$ cat src/hw/rtl/flfv_pkg.sv
// shared constants, types and the crc-32c byte step for the frame validator
`timescale 1ns / 1ps

package flfv_pkg;

    // frame layout
    localparam int HEADER_LENGTH  = 14;
    localparam int TRAILER_LENGTH = 4;
    localparam int COUNT_BITS     = 17;

    // compare width for frame lengths: covers a 32-bit length plus header and trailer
    localparam int CMP_W = 34;

    localparam logic [7:0]  MAGIC_HI      = 8'h53;
    localparam logic [7:0]  MAGIC_LO      = 8'h43;
    localparam logic [7:0]  FRAME_VERSION = 8'h01;
    localparam logic [31:0] CRC_POLY      = 32'h82F6_3B78;
    localparam logic [31:0] CRC_ONES      = 32'hFFFF_FFFF;

    // configuration port
    localparam int CFG_ADDR_W = 5;
    localparam int CFG_DATA_W = 32;

    localparam logic [15:0] MAX_FRAME_RESET   = 16'd4096;
    localparam logic [15:0] MAX_PAYLOAD_RESET = 16'd4078;
    localparam logic [7:0]  FIRST_TYPE_RESET  = 8'd1;
    localparam logic [7:0]  LAST_TYPE_RESET   = 8'd4;
    localparam logic [7:0]  REQ_TYPE_RESET    = 8'd3;
    localparam logic [7:0]  STATUS_TYPE_RESET = 8'd2;

    // register indexes
    typedef enum logic [2:0] {
        REG_MAX_FRAME   = 3'd0,
        REG_MAX_PAYLOAD = 3'd1,
        REG_FIRST_TYPE  = 3'd2,
        REG_LAST_TYPE   = 3'd3,
        REG_REQ_TYPE    = 3'd4,
        REG_STATUS_TYPE = 3'd5
    } reg_idx_t;

    // frame verdict codes
    typedef enum logic [1:0] {
        ST_OK      = 2'd0,
        ST_TRUNC   = 2'd1,
        ST_INVALID = 2'd2,
        ST_CRC     = 2'd3
    } frame_status_t;

    typedef struct packed {
        logic [15:0] max_frame_bytes;
        logic [15:0] max_payload_bytes;
        logic [7:0]  first_type_code;
        logic [7:0]  last_type_code;
        logic [7:0]  request_type_code;
        logic [7:0]  status_type_code;
    } cfg_t;

    typedef struct packed {
        logic [7:0] data_byte;
        logic       last_byte;
        logic       receiver_side;
    } byte_item_t;

    // one byte through the reflected crc-32c register, bit at a time
    function automatic logic [31:0] crc32c_byte(input logic [31:0] crc, input logic [7:0] b);
        logic [31:0] c;
        c = crc ^ {24'h000000, b};
        for (int i = 0; i < 8; i++)
        begin
            c = (c >> 1) ^ (CRC_POLY & {32{c[0]}});
        end
        return c;
    endfunction

endpackage

$ cat src/hw/rtl/flfv_if.sv
// valid/ready channels for frame bytes and frame verdicts
`timescale 1ns / 1ps

interface flfv_byte_if;
    logic       valid;
    logic       ready;
    logic [7:0] data_byte;
    logic       last_byte;
    logic       receiver_side;

    modport source (output valid, data_byte, last_byte, receiver_side, input ready);
    modport sink   (input valid, data_byte, last_byte, receiver_side, output ready);
endinterface

interface flfv_result_if;
    logic        valid;
    logic        ready;
    logic [1:0]  frame_status;
    logic [7:0]  msg_type;
    logic [31:0] sequence_number;
    logic [15:0] payload_bytes;

    modport source (output valid, frame_status, msg_type, sequence_number, payload_bytes,
                    input ready);
    modport sink   (input valid, frame_status, msg_type, sequence_number, payload_bytes,
                    output ready);
endinterface

$ cat src/hw/rtl/flfv_cfg_regs.sv
// apb configuration registers of the frame validator
`timescale 1ns / 1ps

module flfv_cfg_regs (
    input  logic                                clk,
    input  logic                                rst_n,
    input  logic                                psel,
    input  logic                                penable,
    input  logic                                pwrite,
    input  logic [flfv_pkg::CFG_ADDR_W-1:0]     paddr,
    input  logic [flfv_pkg::CFG_DATA_W-1:0]     pwdata,
    output logic [flfv_pkg::CFG_DATA_W-1:0]     prdata,
    output logic                                pready,
    output flfv_pkg::cfg_t                      cfg
);

    flfv_pkg::cfg_t   cfg_reg;
    flfv_pkg::reg_idx_t idx;
    logic             wr_en;

    assign idx    = flfv_pkg::reg_idx_t'(paddr[flfv_pkg::CFG_ADDR_W-1:2]);
    assign wr_en  = psel && penable && pwrite;
    assign pready = 1'b1;
    assign cfg    = cfg_reg;

    // register writes in the access phase
    always_ff @(posedge clk or negedge rst_n)
    begin
        if (!rst_n)
        begin
            cfg_reg.max_frame_bytes   <= flfv_pkg::MAX_FRAME_RESET;
            cfg_reg.max_payload_bytes <= flfv_pkg::MAX_PAYLOAD_RESET;
            cfg_reg.first_type_code   <= flfv_pkg::FIRST_TYPE_RESET;
            cfg_reg.last_type_code    <= flfv_pkg::LAST_TYPE_RESET;
            cfg_reg.request_type_code <= flfv_pkg::REQ_TYPE_RESET;
            cfg_reg.status_type_code  <= flfv_pkg::STATUS_TYPE_RESET;
        end
        else if (wr_en)
        begin
            case (idx)
                flfv_pkg::REG_MAX_FRAME:   cfg_reg.max_frame_bytes   <= pwdata[15:0];
                flfv_pkg::REG_MAX_PAYLOAD: cfg_reg.max_payload_bytes <= pwdata[15:0];
                flfv_pkg::REG_FIRST_TYPE:  cfg_reg.first_type_code   <= pwdata[7:0];
                flfv_pkg::REG_LAST_TYPE:   cfg_reg.last_type_code    <= pwdata[7:0];
                flfv_pkg::REG_REQ_TYPE:    cfg_reg.request_type_code <= pwdata[7:0];
                flfv_pkg::REG_STATUS_TYPE: cfg_reg.status_type_code  <= pwdata[7:0];
                default:                   ;
            endcase
        end
    end

    // read mux
    always_comb
    begin
        case (idx)
            flfv_pkg::REG_MAX_FRAME:   prdata = {16'h0000, cfg_reg.max_frame_bytes};
            flfv_pkg::REG_MAX_PAYLOAD: prdata = {16'h0000, cfg_reg.max_payload_bytes};
            flfv_pkg::REG_FIRST_TYPE:  prdata = {24'h000000, cfg_reg.first_type_code};
            flfv_pkg::REG_LAST_TYPE:   prdata = {24'h000000, cfg_reg.last_type_code};
            flfv_pkg::REG_REQ_TYPE:    prdata = {24'h000000, cfg_reg.request_type_code};
            flfv_pkg::REG_STATUS_TYPE: prdata = {24'h000000, cfg_reg.status_type_code};
            default:                   prdata = '0;
        endcase
    end

endmodule

$ cat src/hw/rtl/flfv_frame_check.sv
// frame state, header capture, crc and verdict logic with the result register
`timescale 1ns / 1ps

module flfv_frame_check #(
    parameter int COUNT_BITS = flfv_pkg::COUNT_BITS
) (
    input  logic                 clk,
    input  logic                 rst_n,
    input  flfv_pkg::cfg_t       cfg,
    input  logic                 step_valid,
    input  flfv_pkg::byte_item_t step,
    output logic                 step_ready,
    flfv_result_if.source        report
);

    localparam int CW = flfv_pkg::CMP_W;

    // frame state
    logic [COUNT_BITS-1:0] count_reg, count_next;
    logic [31:0]           crc_reg, crc_next;
    logic [7:0]            tail_reg  [flfv_pkg::TRAILER_LENGTH];
    logic [7:0]            tail_next [flfv_pkg::TRAILER_LENGTH];
    logic                  hdr_bad_reg, hdr_bad_next;
    logic [7:0]            type_reg, type_next;
    logic [15:0]           flags_reg, flags_next;
    logic [31:0]           seq_reg, seq_next;
    logic [31:0]           len_reg, len_next;

    // result register
    logic                    res_v_reg;
    flfv_pkg::frame_status_t res_status_reg;
    logic [7:0]              res_type_reg;
    logic [31:0]             res_seq_reg;
    logic [15:0]             res_len_reg;

    logic                    fire;
    logic                    frame_end;
    logic                    out_free;
    logic [7:0]              b;
    logic [CW-1:0]           n_cmp;
    logic [CW-1:0]           expected;
    logic [31:0]             got_crc;
    logic                    type_allowed;
    flfv_pkg::frame_status_t verdict;

    assign b          = step.data_byte;
    assign out_free   = !res_v_reg || report.ready;
    assign step_ready = !step.last_byte || out_free;
    assign fire       = step_valid && step_ready;
    assign frame_end  = fire && step.last_byte;

    // header capture and delay line for the current byte, crc update for the byte leaving the delay line
    always_comb
    begin
        hdr_bad_next = hdr_bad_reg;
        if (count_reg == COUNT_BITS'(0) && b != flfv_pkg::MAGIC_HI)
        begin
            hdr_bad_next = 1'b1;
        end
        if (count_reg == COUNT_BITS'(1) && b != flfv_pkg::MAGIC_LO)
        begin
            hdr_bad_next = 1'b1;
        end
        if (count_reg == COUNT_BITS'(2) && b != flfv_pkg::FRAME_VERSION)
        begin
            hdr_bad_next = 1'b1;
        end

        type_next  = (count_reg == COUNT_BITS'(3)) ? b : type_reg;
        flags_next = (count_reg == COUNT_BITS'(4) || count_reg == COUNT_BITS'(5)) ?
                     {flags_reg[7:0], b} : flags_reg;
        seq_next   = (count_reg >= COUNT_BITS'(6) && count_reg <= COUNT_BITS'(9)) ?
                     {seq_reg[23:0], b} : seq_reg;
        len_next   = (count_reg >= COUNT_BITS'(10) &&
                      count_reg < COUNT_BITS'(flfv_pkg::HEADER_LENGTH)) ?
                     {len_reg[23:0], b} : len_reg;

        crc_next = (count_reg >= COUNT_BITS'(flfv_pkg::TRAILER_LENGTH)) ?
                   flfv_pkg::crc32c_byte(crc_reg, tail_reg[0]) : crc_reg;

        for (int i = 0; i < flfv_pkg::TRAILER_LENGTH - 1; i++)
        begin
            tail_next[i] = tail_reg[i+1];
        end
        tail_next[flfv_pkg::TRAILER_LENGTH-1] = b;

        count_next = (count_reg != '1) ? count_reg + COUNT_BITS'(1) : count_reg;
    end

    // verdict over the frame including this byte
    always_comb
    begin
        n_cmp    = CW'(count_next);
        expected = CW'(flfv_pkg::HEADER_LENGTH) + CW'(len_next) +
                   CW'(flfv_pkg::TRAILER_LENGTH);
        got_crc  = {tail_next[0], tail_next[1], tail_next[2], tail_next[3]};

        if (step.receiver_side)
        begin
            type_allowed = (type_next == cfg.first_type_code) ||
                           (type_next == cfg.status_type_code) ||
                           (type_next == cfg.last_type_code);
        end
        else
        begin
            type_allowed = (type_next == cfg.request_type_code);
        end

        if (n_cmp < CW'(flfv_pkg::HEADER_LENGTH))
            verdict = flfv_pkg::ST_TRUNC;
        else if (n_cmp > CW'(cfg.max_frame_bytes))
            verdict = flfv_pkg::ST_INVALID;
        else if (hdr_bad_next)
            verdict = flfv_pkg::ST_INVALID;
        else if (type_next < cfg.first_type_code || type_next > cfg.last_type_code)
            verdict = flfv_pkg::ST_INVALID;
        else if (!type_allowed)
            verdict = flfv_pkg::ST_INVALID;
        else if (len_next > 32'(cfg.max_payload_bytes))
            verdict = flfv_pkg::ST_INVALID;
        else if (n_cmp < expected)
            verdict = flfv_pkg::ST_TRUNC;
        else if (n_cmp != expected)
            verdict = flfv_pkg::ST_INVALID;
        else if (got_crc != ~crc_next)
            verdict = flfv_pkg::ST_CRC;
        else if (flags_next != 16'h0000)
            verdict = flfv_pkg::ST_INVALID;
        else
            verdict = flfv_pkg::ST_OK;
    end

    // frame state registers, cleared at the end of every frame
    always_ff @(posedge clk or negedge rst_n)
    begin
        if (!rst_n)
        begin
            count_reg   <= '0;
            crc_reg     <= flfv_pkg::CRC_ONES;
            hdr_bad_reg <= 1'b0;
            type_reg    <= '0;
            flags_reg   <= '0;
            seq_reg     <= '0;
            len_reg     <= '0;
            for (int i = 0; i < flfv_pkg::TRAILER_LENGTH; i++)
            begin
                tail_reg[i] <= '0;
            end
        end
        else if (frame_end)
        begin
            count_reg   <= '0;
            crc_reg     <= flfv_pkg::CRC_ONES;
            hdr_bad_reg <= 1'b0;
            type_reg    <= '0;
            flags_reg   <= '0;
            seq_reg     <= '0;
            len_reg     <= '0;
            for (int i = 0; i < flfv_pkg::TRAILER_LENGTH; i++)
            begin
                tail_reg[i] <= '0;
            end
        end
        else if (fire)
        begin
            count_reg   <= count_next;
            crc_reg     <= crc_next;
            hdr_bad_reg <= hdr_bad_next;
            type_reg    <= type_next;
            flags_reg   <= flags_next;
            seq_reg     <= seq_next;
            len_reg     <= len_next;
            for (int i = 0; i < flfv_pkg::TRAILER_LENGTH; i++)
            begin
                tail_reg[i] <= tail_next[i];
            end
        end
    end

    // result valid
    always_ff @(posedge clk or negedge rst_n)
    begin
        if (!rst_n)
        begin
            res_v_reg <= 1'b0;
        end
        else if (frame_end)
        begin
            res_v_reg <= 1'b1;
        end
        else if (report.ready)
        begin
            res_v_reg <= 1'b0;
        end
    end

    // result payload, fields zero unless the frame is good
    always_ff @(posedge clk)
    begin
        if (frame_end)
        begin
            res_status_reg <= verdict;
            if (verdict == flfv_pkg::ST_OK)
            begin
                res_type_reg <= type_next;
                res_seq_reg  <= seq_next;
                res_len_reg  <= len_next[15:0];
            end
            else
            begin
                res_type_reg <= '0;
                res_seq_reg  <= '0;
                res_len_reg  <= '0;
            end
        end
    end

    assign report.valid           = res_v_reg;
    assign report.frame_status    = res_status_reg;
    assign report.msg_type        = res_type_reg;
    assign report.sequence_number = res_seq_reg;
    assign report.payload_bytes   = res_len_reg;

    // a new result only appears after a last byte was taken
    assert property (@(posedge clk) disable iff (!rst_n)
        $rose(res_v_reg) |-> $past(frame_end))
        else $error("result valid without a frame end");

    // frame state is back at reset values after a frame end
    assert property (@(posedge clk) disable iff (!rst_n)
        frame_end |=> (count_reg == '0) && (crc_reg == flfv_pkg::CRC_ONES) && !hdr_bad_reg)
        else $error("frame state not cleared after frame end");

    // a failed frame reports no header fields
    assert property (@(posedge clk) disable iff (!rst_n)
        res_v_reg && (res_status_reg != flfv_pkg::ST_OK) |->
        (res_type_reg == '0) && (res_seq_reg == '0) && (res_len_reg == '0))
        else $error("header fields leak on a failed frame");

    // the byte count never falls inside a frame
    assert property (@(posedge clk) disable iff (!rst_n)
        fire && !step.last_byte |=> count_reg >= $past(count_reg))
        else $error("byte count fell inside a frame");

    // a pending result is never overwritten before it is taken
    assert property (@(posedge clk) disable iff (!rst_n)
        res_v_reg && !report.ready |-> !frame_end)
        else $error("result overwritten while stalled");

endmodule

$ cat src/hw/rtl/framed_link_frame_validator.sv
// path: a last byte passes the input register, then the result register raises result valid
// throughput: one byte per cycle; a last byte waits only while an untaken result occupies
// the result register; the crc byte step and verdict logic are combinational
// reset: rst_n clears frame state and result valid at once, config returns to defaults
// top level of the frame validator: input register, frame check and apb registers
`timescale 1ns / 1ps

module framed_link_frame_validator #(
    parameter int COUNT_BITS = flfv_pkg::COUNT_BITS
) (
    input  logic                             clk,
    input  logic                             rst_n,
    input  logic                             psel,
    input  logic                             penable,
    input  logic                             pwrite,
    input  logic [flfv_pkg::CFG_ADDR_W-1:0]  paddr,
    input  logic [flfv_pkg::CFG_DATA_W-1:0]  pwdata,
    output logic [flfv_pkg::CFG_DATA_W-1:0]  prdata,
    output logic                             pready,
    flfv_byte_if.sink                        link,
    flfv_result_if.source                    report
);

    flfv_pkg::cfg_t       cfg;
    logic                 in_v_reg;
    flfv_pkg::byte_item_t in_item_reg;
    logic                 step_ready;
    logic                 link_take;

    assign link.ready = !in_v_reg || step_ready;
    assign link_take  = link.valid && link.ready;

    // input register valid
    always_ff @(posedge clk or negedge rst_n)
    begin
        if (!rst_n)
        begin
            in_v_reg <= 1'b0;
        end
        else if (link_take)
        begin
            in_v_reg <= 1'b1;
        end
        else if (step_ready)
        begin
            in_v_reg <= 1'b0;
        end
    end

    // input register payload
    always_ff @(posedge clk)
    begin
        if (link_take)
        begin
            in_item_reg.data_byte     <= link.data_byte;
            in_item_reg.last_byte     <= link.last_byte;
            in_item_reg.receiver_side <= link.receiver_side;
        end
    end

    flfv_cfg_regs u_cfg_regs (
        .clk     (clk),
        .rst_n   (rst_n),
        .psel    (psel),
        .penable (penable),
        .pwrite  (pwrite),
        .paddr   (paddr),
        .pwdata  (pwdata),
        .prdata  (prdata),
        .pready  (pready),
        .cfg     (cfg)
    );

    flfv_frame_check #(
        .COUNT_BITS (COUNT_BITS)
    ) u_frame_check (
        .clk        (clk),
        .rst_n      (rst_n),
        .cfg        (cfg),
        .step_valid (in_v_reg),
        .step       (in_item_reg),
        .step_ready (step_ready),
        .report     (report)
    );

endmodule
$ cat src/flat_wrapper.sv
// flat-port wrapper written by rule: the top's interface ports become plain ports
module framed_link_frame_validator_flat 
#(
    parameter int COUNT_BITS = flfv_pkg::COUNT_BITS
)
  (clk, rst_n, psel, penable, pwrite, paddr, pwdata, prdata, pready, link_valid, link_data_byte, link_last_byte, link_receiver_side, link_ready, report_valid, report_frame_status, report_msg_type, report_sequence_number, report_payload_bytes, report_ready);
  flfv_byte_if link_i ();
  flfv_result_if report_i ();
  input  logic clk;
  input  logic rst_n;
  input  logic psel;
  input  logic penable;
  input  logic pwrite;
  input  logic [flfv_pkg::CFG_ADDR_W-1:0] paddr;
  input  logic [flfv_pkg::CFG_DATA_W-1:0] pwdata;
  output logic [flfv_pkg::CFG_DATA_W-1:0] prdata;
  output logic pready;
  input wire logic [$bits(link_i.valid)-1:0] link_valid;
  input wire logic [$bits(link_i.data_byte)-1:0] link_data_byte;
  input wire logic [$bits(link_i.last_byte)-1:0] link_last_byte;
  input wire logic [$bits(link_i.receiver_side)-1:0] link_receiver_side;
  output wire logic [$bits(link_i.ready)-1:0] link_ready;
  output wire logic [$bits(report_i.valid)-1:0] report_valid;
  output wire logic [$bits(report_i.frame_status)-1:0] report_frame_status;
  output wire logic [$bits(report_i.msg_type)-1:0] report_msg_type;
  output wire logic [$bits(report_i.sequence_number)-1:0] report_sequence_number;
  output wire logic [$bits(report_i.payload_bytes)-1:0] report_payload_bytes;
  input wire logic [$bits(report_i.ready)-1:0] report_ready;
  assign link_i.valid = link_valid;
  assign link_i.data_byte = link_data_byte;
  assign link_i.last_byte = link_last_byte;
  assign link_i.receiver_side = link_receiver_side;
  assign link_ready = link_i.ready;
  assign report_valid = report_i.valid;
  assign report_frame_status = report_i.frame_status;
  assign report_msg_type = report_i.msg_type;
  assign report_sequence_number = report_i.sequence_number;
  assign report_payload_bytes = report_i.payload_bytes;
  assign report_i.ready = report_ready;
  framed_link_frame_validator #(.COUNT_BITS(COUNT_BITS)) u_core (.clk(clk), .rst_n(rst_n), .psel(psel), .penable(penable), .pwrite(pwrite), .paddr(paddr), .pwdata(pwdata), .prdata(prdata), .pready(pready), .link(link_i), .report(report_i));
endmodule
$ cat config.mk
export PLATFORM = sky130hd
export DESIGN_NAME = framed_link_frame_validator_flat
export DESIGN_NICKNAME = d
export VERILOG_FILES = /design/src/hw/rtl/flfv_pkg.sv /design/src/hw/rtl/flfv_if.sv /design/src/hw/rtl/flfv_cfg_regs.sv /design/src/hw/rtl/flfv_frame_check.sv /design/src/hw/rtl/framed_link_frame_validator.sv /design/src/flat_wrapper.sv
export SDC_FILE = /design/constraint.sdc
export NUM_CORES = 1
export LEC_CHECK = 0
export ABC_AREA = 1
export BUFFER_PORTS_ARGS = -buffer_cell sky130_fd_sc_hd__buf_2
export CORE_ASPECT_RATIO = 1.1
export CORE_UTILIZATION = 40
export DETAILED_ROUTE_END_ITERATION = 16
export PLACE_DENSITY = 0.66
export SYNTH_ARGS = -nofsm -noshare
export SYNTH_HDL_FRONTEND = slang
export SYNTH_SLANG_ARGS = --single-unit
$ cat constraint.sdc
create_clock -name clk -period 4.27 [get_ports clk]
set_input_delay 0.427 -clock clk [delete_from_list [all_inputs] [get_ports clk]]
set_output_delay 0.427 -clock clk [all_outputs]
set_load 0.01 [all_outputs]
After elaboration in Yosys (flattened, before gate mapping)
Index checks and enable logic that the tools add are counted.

storage, ports and cells
  word-level logic and storage cells = 144
  flip-flop bits (word level) = 304
  output and inout port bits = 93
  input bits = 54

cells by class
  bitwise operators = 10
  equal/unequal tests = 20
  mux-type cells = 41
  reduce and logical (&&, ||, !) cells = 33
  magnitude comparators = 11
  add/sub/neg operators = 3

operators with widths
  operator               count
  $mux 32                11
  $xor 31x32->32         8
  $pmux 16 s6            1
  $mux 17                3
  $mux 16                3
  $add 33x3->34 const B  1
  $eq 17x2->1 const B    2
  $eq 17x3->1 const B    2
  $ge 17x3->1 const B    2
  $lt 17x34->1           1
  $lt 17x4->1 const B    2
  $ne 17x34->1           1
  $add 4x32->33 const A  1
  $eq 8x8->1             4
  $gt 32x16->1           1
  $ne 32x32->1           1
  $not 32->32            1
  $xor 32x8->32          1
  $mux 8                 3
  $mux 2                 10
  $add 17x1->17 const B  1
  $eq 17x1->1 const B    1
  $ge 17x4->1 const B    1
  $gt 17x16->1           1
  other kinds (19)       55

Longest topological paths before layout
  depth in word-level cells = 22
  gate-level depth with buffers = 37
  mapped depth without buffers = 34

Cells and area by module
From an unflattened synthesis, not the netlist that was laid out.

second synthesis, totals
  cell total of the unflattened synthesis = 2614
  area, all modules = 19316.0 µm²

modules (own cells, without submodules)
  module                       instances  sequential area each (µm²)  cells an instance  area each (µm²)
  flfv_frame_check             1          6060.8                      2192               15676.3
  flfv_cfg_regs                1          1621.6                      406                3294.4
  framed_link_frame_validator  1          325.3                       16                 345.3

Worst setup path after synthesis
OpenSTA, ideal clock, no wires.

  path type = register to register
  start = reg u_core.u_frame_check.count_reg[14]
  end = reg u_core.u_frame_check.res_seq_reg[10] (netlist: u_core.u_frame_check.report.sequence_number[10]), data pin
  setup time = 265 ps
  cell stages (with the launch flop) = 34
  period minus slack after synthesis = 4074 ps
  path buffers = 3
  data arrival time = 3809 ps
  setup slack = 196 ps
  data required time = 4005 ps
  path through = dfrtp_1 -> nor2_1 -> nand2_1 -> nor2_4 -> nand2_4 -> nor2_8 -> buf_6 -> nand2_1 -> nand2_1 -> ha_1 -> nand3_1 -> nand2_4 -> nand3_4 -> nor2_2 -> xor2_1 -> ha_1 -> a21oi_1 -> nor2_1 -> a211oi_1 -> nand2_1 -> nand2_1 -> nand2_1 -> nand2_1 -> nand2_1 -> nand3_1 -> nor2_1 -> nand3_1 -> nor2_1 -> nand2_1 -> a21oi_2 -> nand4_1 -> buf_6 -> buf_8 -> nor2_4

between the ends
  cells in the longest elaborated chain, start to end = 15
  elaborated cells between the ends (all ways) = 59
  those cells by class = add/sub (3); order compare (11); eq/ne (12); mux (20); bitwise (1); reduce/logical (12)

ends and longest elaborated chain
  what                                                                   RTL line                                        source
  from (decl)                                                            flfv_frame_check.sv:19                          logic [COUNT_BITS-1:0] count_reg, count_next;
  from (signal assigned)                                                 flfv_frame_check.sv:166                         count_reg <= count_next;
  $ge 17x4->1 or $lt 17x4->1 (tied branches)                             flfv_frame_check.sv:74, flfv_frame_check.sv:75
  $logic_and 1x1->1 (*)                                                  flfv_frame_check.sv:74                          len_next = (count_reg >= COUNT_BITS'(10) &&
  $mux 32 (*)                                                            flfv_frame_check.sv:75                          count_reg < COUNT_BITS'(flfv_pkg::HEADER_LENGTH)) ?
  net u_core.u_frame_check.len_next[1]                                   flfv_frame_check.sv:27                          logic [31:0] len_reg, len_next;
  parallel branches: the longest is 5 deep, another holds $add 33x3->34  n/a
  $mux 2 (*)                                                             flfv_frame_check.sv:119                         else if (len_next > 32'(cfg.max_payload_bytes))
  $mux 2 (*)                                                             flfv_frame_check.sv:117                         else if (!type_allowed)
  $mux 2 (*)                                                             flfv_frame_check.sv:115                         else if (type_next < cfg.first_type_code || type_next > cfg.last_type_code)
  $mux 2 (*)                                                             flfv_frame_check.sv:113                         else if (hdr_bad_next)
  $mux 2 (*)                                                             flfv_frame_check.sv:111                         else if (n_cmp > CW'(cfg.max_frame_bytes))
  $mux 2 (*)                                                             flfv_frame_check.sv:109                         if (n_cmp < CW'(flfv_pkg::HEADER_LENGTH))
  $logic_not 2->1 (*)                                                    flfv_frame_check.sv:203                         if (verdict == flfv_pkg::ST_OK)
  to (signal assigned)                                                   flfv_frame_check.sv:206                         res_seq_reg <= seq_next;
  to (decl)                                                              flfv_frame_check.sv:33                          logic [31:0] res_seq_reg;

Mark *: on every way through the listed nets, which the timed path passes.
A chain may end at the register's enable or synchronous reset.

Final worst setup path
  start = reg u_core.u_frame_check.count_reg[14]
  end = reg u_core.u_frame_check.res_seq_reg[7] (netlist: u_core.u_frame_check.report.sequence_number[7]), data pin

The elaborated chain is that of the path after synthesis.

==> results_dict.tcl <==
set metrics [dict create \
    dp_hpwl_um 46760 \
    ys_seq_area_frac 0.4132 \
    drtIter0Drc 1473 \
    required_ns 4.70 \
    insertion_delay_ns 0.57 \
    largest_reg_flops 64 \
    drive_above_1_share 0.2353 \
    violations "negative setup slack" \
    finClkSkew_ns 0.03224 \
    io_pins 147 \
    place.gp.congestion 0.9757 \
    die_area_um2 49340 \
    hold_path.class "in -> reg" \
    io_buffers 111 \
    synthFlopType "dfrtp_1" \
    synthCells 2567 \
    nNetsFinal 3015 \
    yosysMostFrequentCell "nand2_1" \
    path_class "reg -> reg" \
    cts_num_sinks 304 \
    hold_violations 0 \
    htreeDepth 2 \
    yosysUniqueCellTypes 55 \
    p_total_mw 12.97 \
    crit_path_max_fanout 9 \
    synth.avg_cell_area_um2 7.550 \
    clk_pin_slew_worst_paths_ns 0.06 \
    post-route-period-util 1.038 \
    critPathLaunchType "flip-flop" \
    postLayoutCoreUtil 0.5035 \
    wl_per_cell_um 18.05 \
    fin_tns_setup_ns -3.749 \
    rr_endpoint "u_core.u_frame_check.report.sequence_number[7]" \
    die_y_um 232.9 \
    slew_viol_final 0 \
    drtPass1Iterations 6 \
    drc 0 \
    min_from "link_data_byte[3]" \
    rrSetupSlack_ns -0.16 \
    rr_startpoint "u_core.u_frame_check.count_reg[14]" \
    synth_top_area_frac 0.2428 \
    finalCriticalPeriod_ns 4.432 \
    track_usage 0.2636 \
    die_w_um 211.9 \
    gr-total-overflow 0 \
    cts_root_buf "clkbuf_16" \
    crit_slowest_cell "dfrtp_1" \
    antenna_left 0 \
    max_stage_delay_ns 0.39 \
    grt_pass1_wl_um 100800 \
    cts_tree "yes" \
    final_area_um2 24080 \
    outcome "finished with violations" \
    cts_buffer_depth 3 \
    wl_um 64380 \
    hold_path_end "u_core.in_item_reg[5]" \
    synth_commonest_cells "nand2_1, inv_1, dfrtp_1, nor2_1, o21ai_0" \
    grt_start_max_net_pins 111 \
    cpLargestDelayFamily "simple AND/OR/NAND/NOR gates" \
    place_area_um2 21910 \
    path_buf_inv 8 \
    cts_buffers 37 \
    grt_pass1_vias 18408 \
    arrival_ns 4.86 \
    fmax_mhz 225.6 \
    hold_depth 1 \
    setup_viol 48 \
    rsz0062_at_grt "yes" \
    start_util 0.4053 \
    tightestPinTransition_ns 1.010 \
    p_leak_nw 11.55 \
    async_reset_ff_frac 0.7763 \
    synth-edff-count 68 \
    vias_per_cell 5.302 \
    syn_to_final_growth_pct 24.24 \
    powerDensity_nw_per_um2 538.5 \
    fin_ws_ns -0.1618 \
    ys_ff_latch 304 \
    grt_antenna_before_repair 1 \
    num_vias 18908 \
    n_fill_cell 4582 \
    rr_worst_depth 32 \
    rows 84 \
    yosysTopAreaCell "dfrtp_1" \
    worst_setup_path_end_kind "flip-flop" \
    core_um2 47820 \
    syn_area_um2 19380 \
    slew_headroom 0.3215 \
    max-vdd-ir-drop_uv 387.2 \
    yosysWarnings 0 \
    maxCapViolCount 0 \
    synthTopCellsByArea "dfrtp_1, nand2_1, edfxtp_1, dfstp_2, inv_1" \
]
-- worst max path at each step --
stage / start / cells after the start / endpoint / slack (ns)
floorplan: u_core.u_frame_check.count_reg[14] / 33 / flip-flop / 0.20
global placement: u_core.u_frame_check.count_reg[13] / 23 / u_core.u_frame_check.report.msg_type[7] / -0.32
detailed placement: u_core.u_frame_check.count_reg[9] / 23 / u_core.u_frame_check.report.payload_bytes[13] / -0.42
CTS: u_core.u_frame_check.count_reg[10] / 31 / u_core.u_frame_check.report.sequence_number[7] / -0.03
global route: u_core.u_frame_check.count_reg[1] / 37 / flip-flop / -0.39
finish: u_core.u_frame_check.count_reg[14] / 32 / u_core.u_frame_check.report.sequence_number[7] / -0.16
-- per-stage QoR --
| stage | setup slack [ns] | hold WS (ns) | std cells |
|---|---|---|---|
| 2_1_floorplan | 0.1965 | 0.1314 | 2582 |
| 3_3_place_gp | -0.3150 | 0.4662 | 3437 |
| 3_5_place_dp | -0.4209 | 0.4737 | 3437 |
| 4_1_cts | -0.02916 | 0.02106 | 3558 |
| 5_1_grt | -0.3947 | 0.02659 | 3566 |
| 6_report | -0.1618 | 0.04584 | 3566 |
-- cell usage in the layout (no fill, tap or decap), drive strengths merged, types with 14 or more instances in the layout --
cell type | Yosys | routed
ha | 70 | 70
inv | 340 | 341
nand3 | 156 | 156
clkbuf | 62 | 54
a22oi | 34 | 34
o21ai | 196 | 196
buf | 43 | 373
a21oi | 49 | 49
clkinv | 2 | 14
nor3 | 23 | 23
conb | 2 | 17
nor2 | 238 | 238
nand4 | 37 | 37
nand2 | 791 | 791
dfstp | 48 | 48
edfxtp | 68 | 68
xor2 | 37 | 37
o22ai | 123 | 123
dfrtp | 188 | 188
-- power by group --
part / leakage, nW / internal, mW / total (mW) / switching, mW
clock: 0.612 / 1.88 / 3.22 / 1.33
sequential: 3.69 / 3.48 / 3.77 / 0.291
combinational: 7.25 / 2.05 / 5.98 / 3.93
total: 11.6 / 7.41 / 13.0 / 5.56
-- cells by family after synthesis --
kind of cell / synth area share
adder cells (fa/ha/maj): 0.04519
XOR/XNOR: 0.01969
buffers and inverters: 0.09678
AO/OA/AOI/OAI: 0.1336
flip-flops: 0.4132
AND/OR/NAND/NOR: 0.2911
other: 0.0003875
-- layout make-up --
class	count	area (um^2)	share of cell area
clock inverter	15	130.1	0.005404
inverter	342	1287	0.05347
clock buffer	53	1110	0.04609
tap	645	807.0	0.03352
timing repair buffer	375	2824	0.1173
sequential	304	8010	0.3327
antenna	1	2.502	0.0001039
multi-input combinational	1831	9907	0.4115
-- worst register-to-register path: cells and delay by family, from the launching register on --
family	cells	cell delay, ns
XOR/XNOR	1	0.10
adder cells (fa/ha/maj)	1	0.30
buffers and inverters	8	1.01
flip-flops	1	0.39
AND/OR/NAND/NOR	22	2.48
-- layer usage --
layer / share of wire / track usage
met1: 0.42 / 0.3365
met2: 0.47 / 0.4431
met3: 0.054 / 0.03455
met4: 0.047 / 0.1191
met5: 0 / 0
-- what timing repair did --
action	4_1_cts	5_1_grt
endpoints found under the hold margin	11	0
buffers inserted	50	7
hold buffers	1	0
pin swaps	43	22
resized for setup	74	41
cloned	2	1
endpoints found under the setup margin	58	58
(Power assumes the default switching activity.)
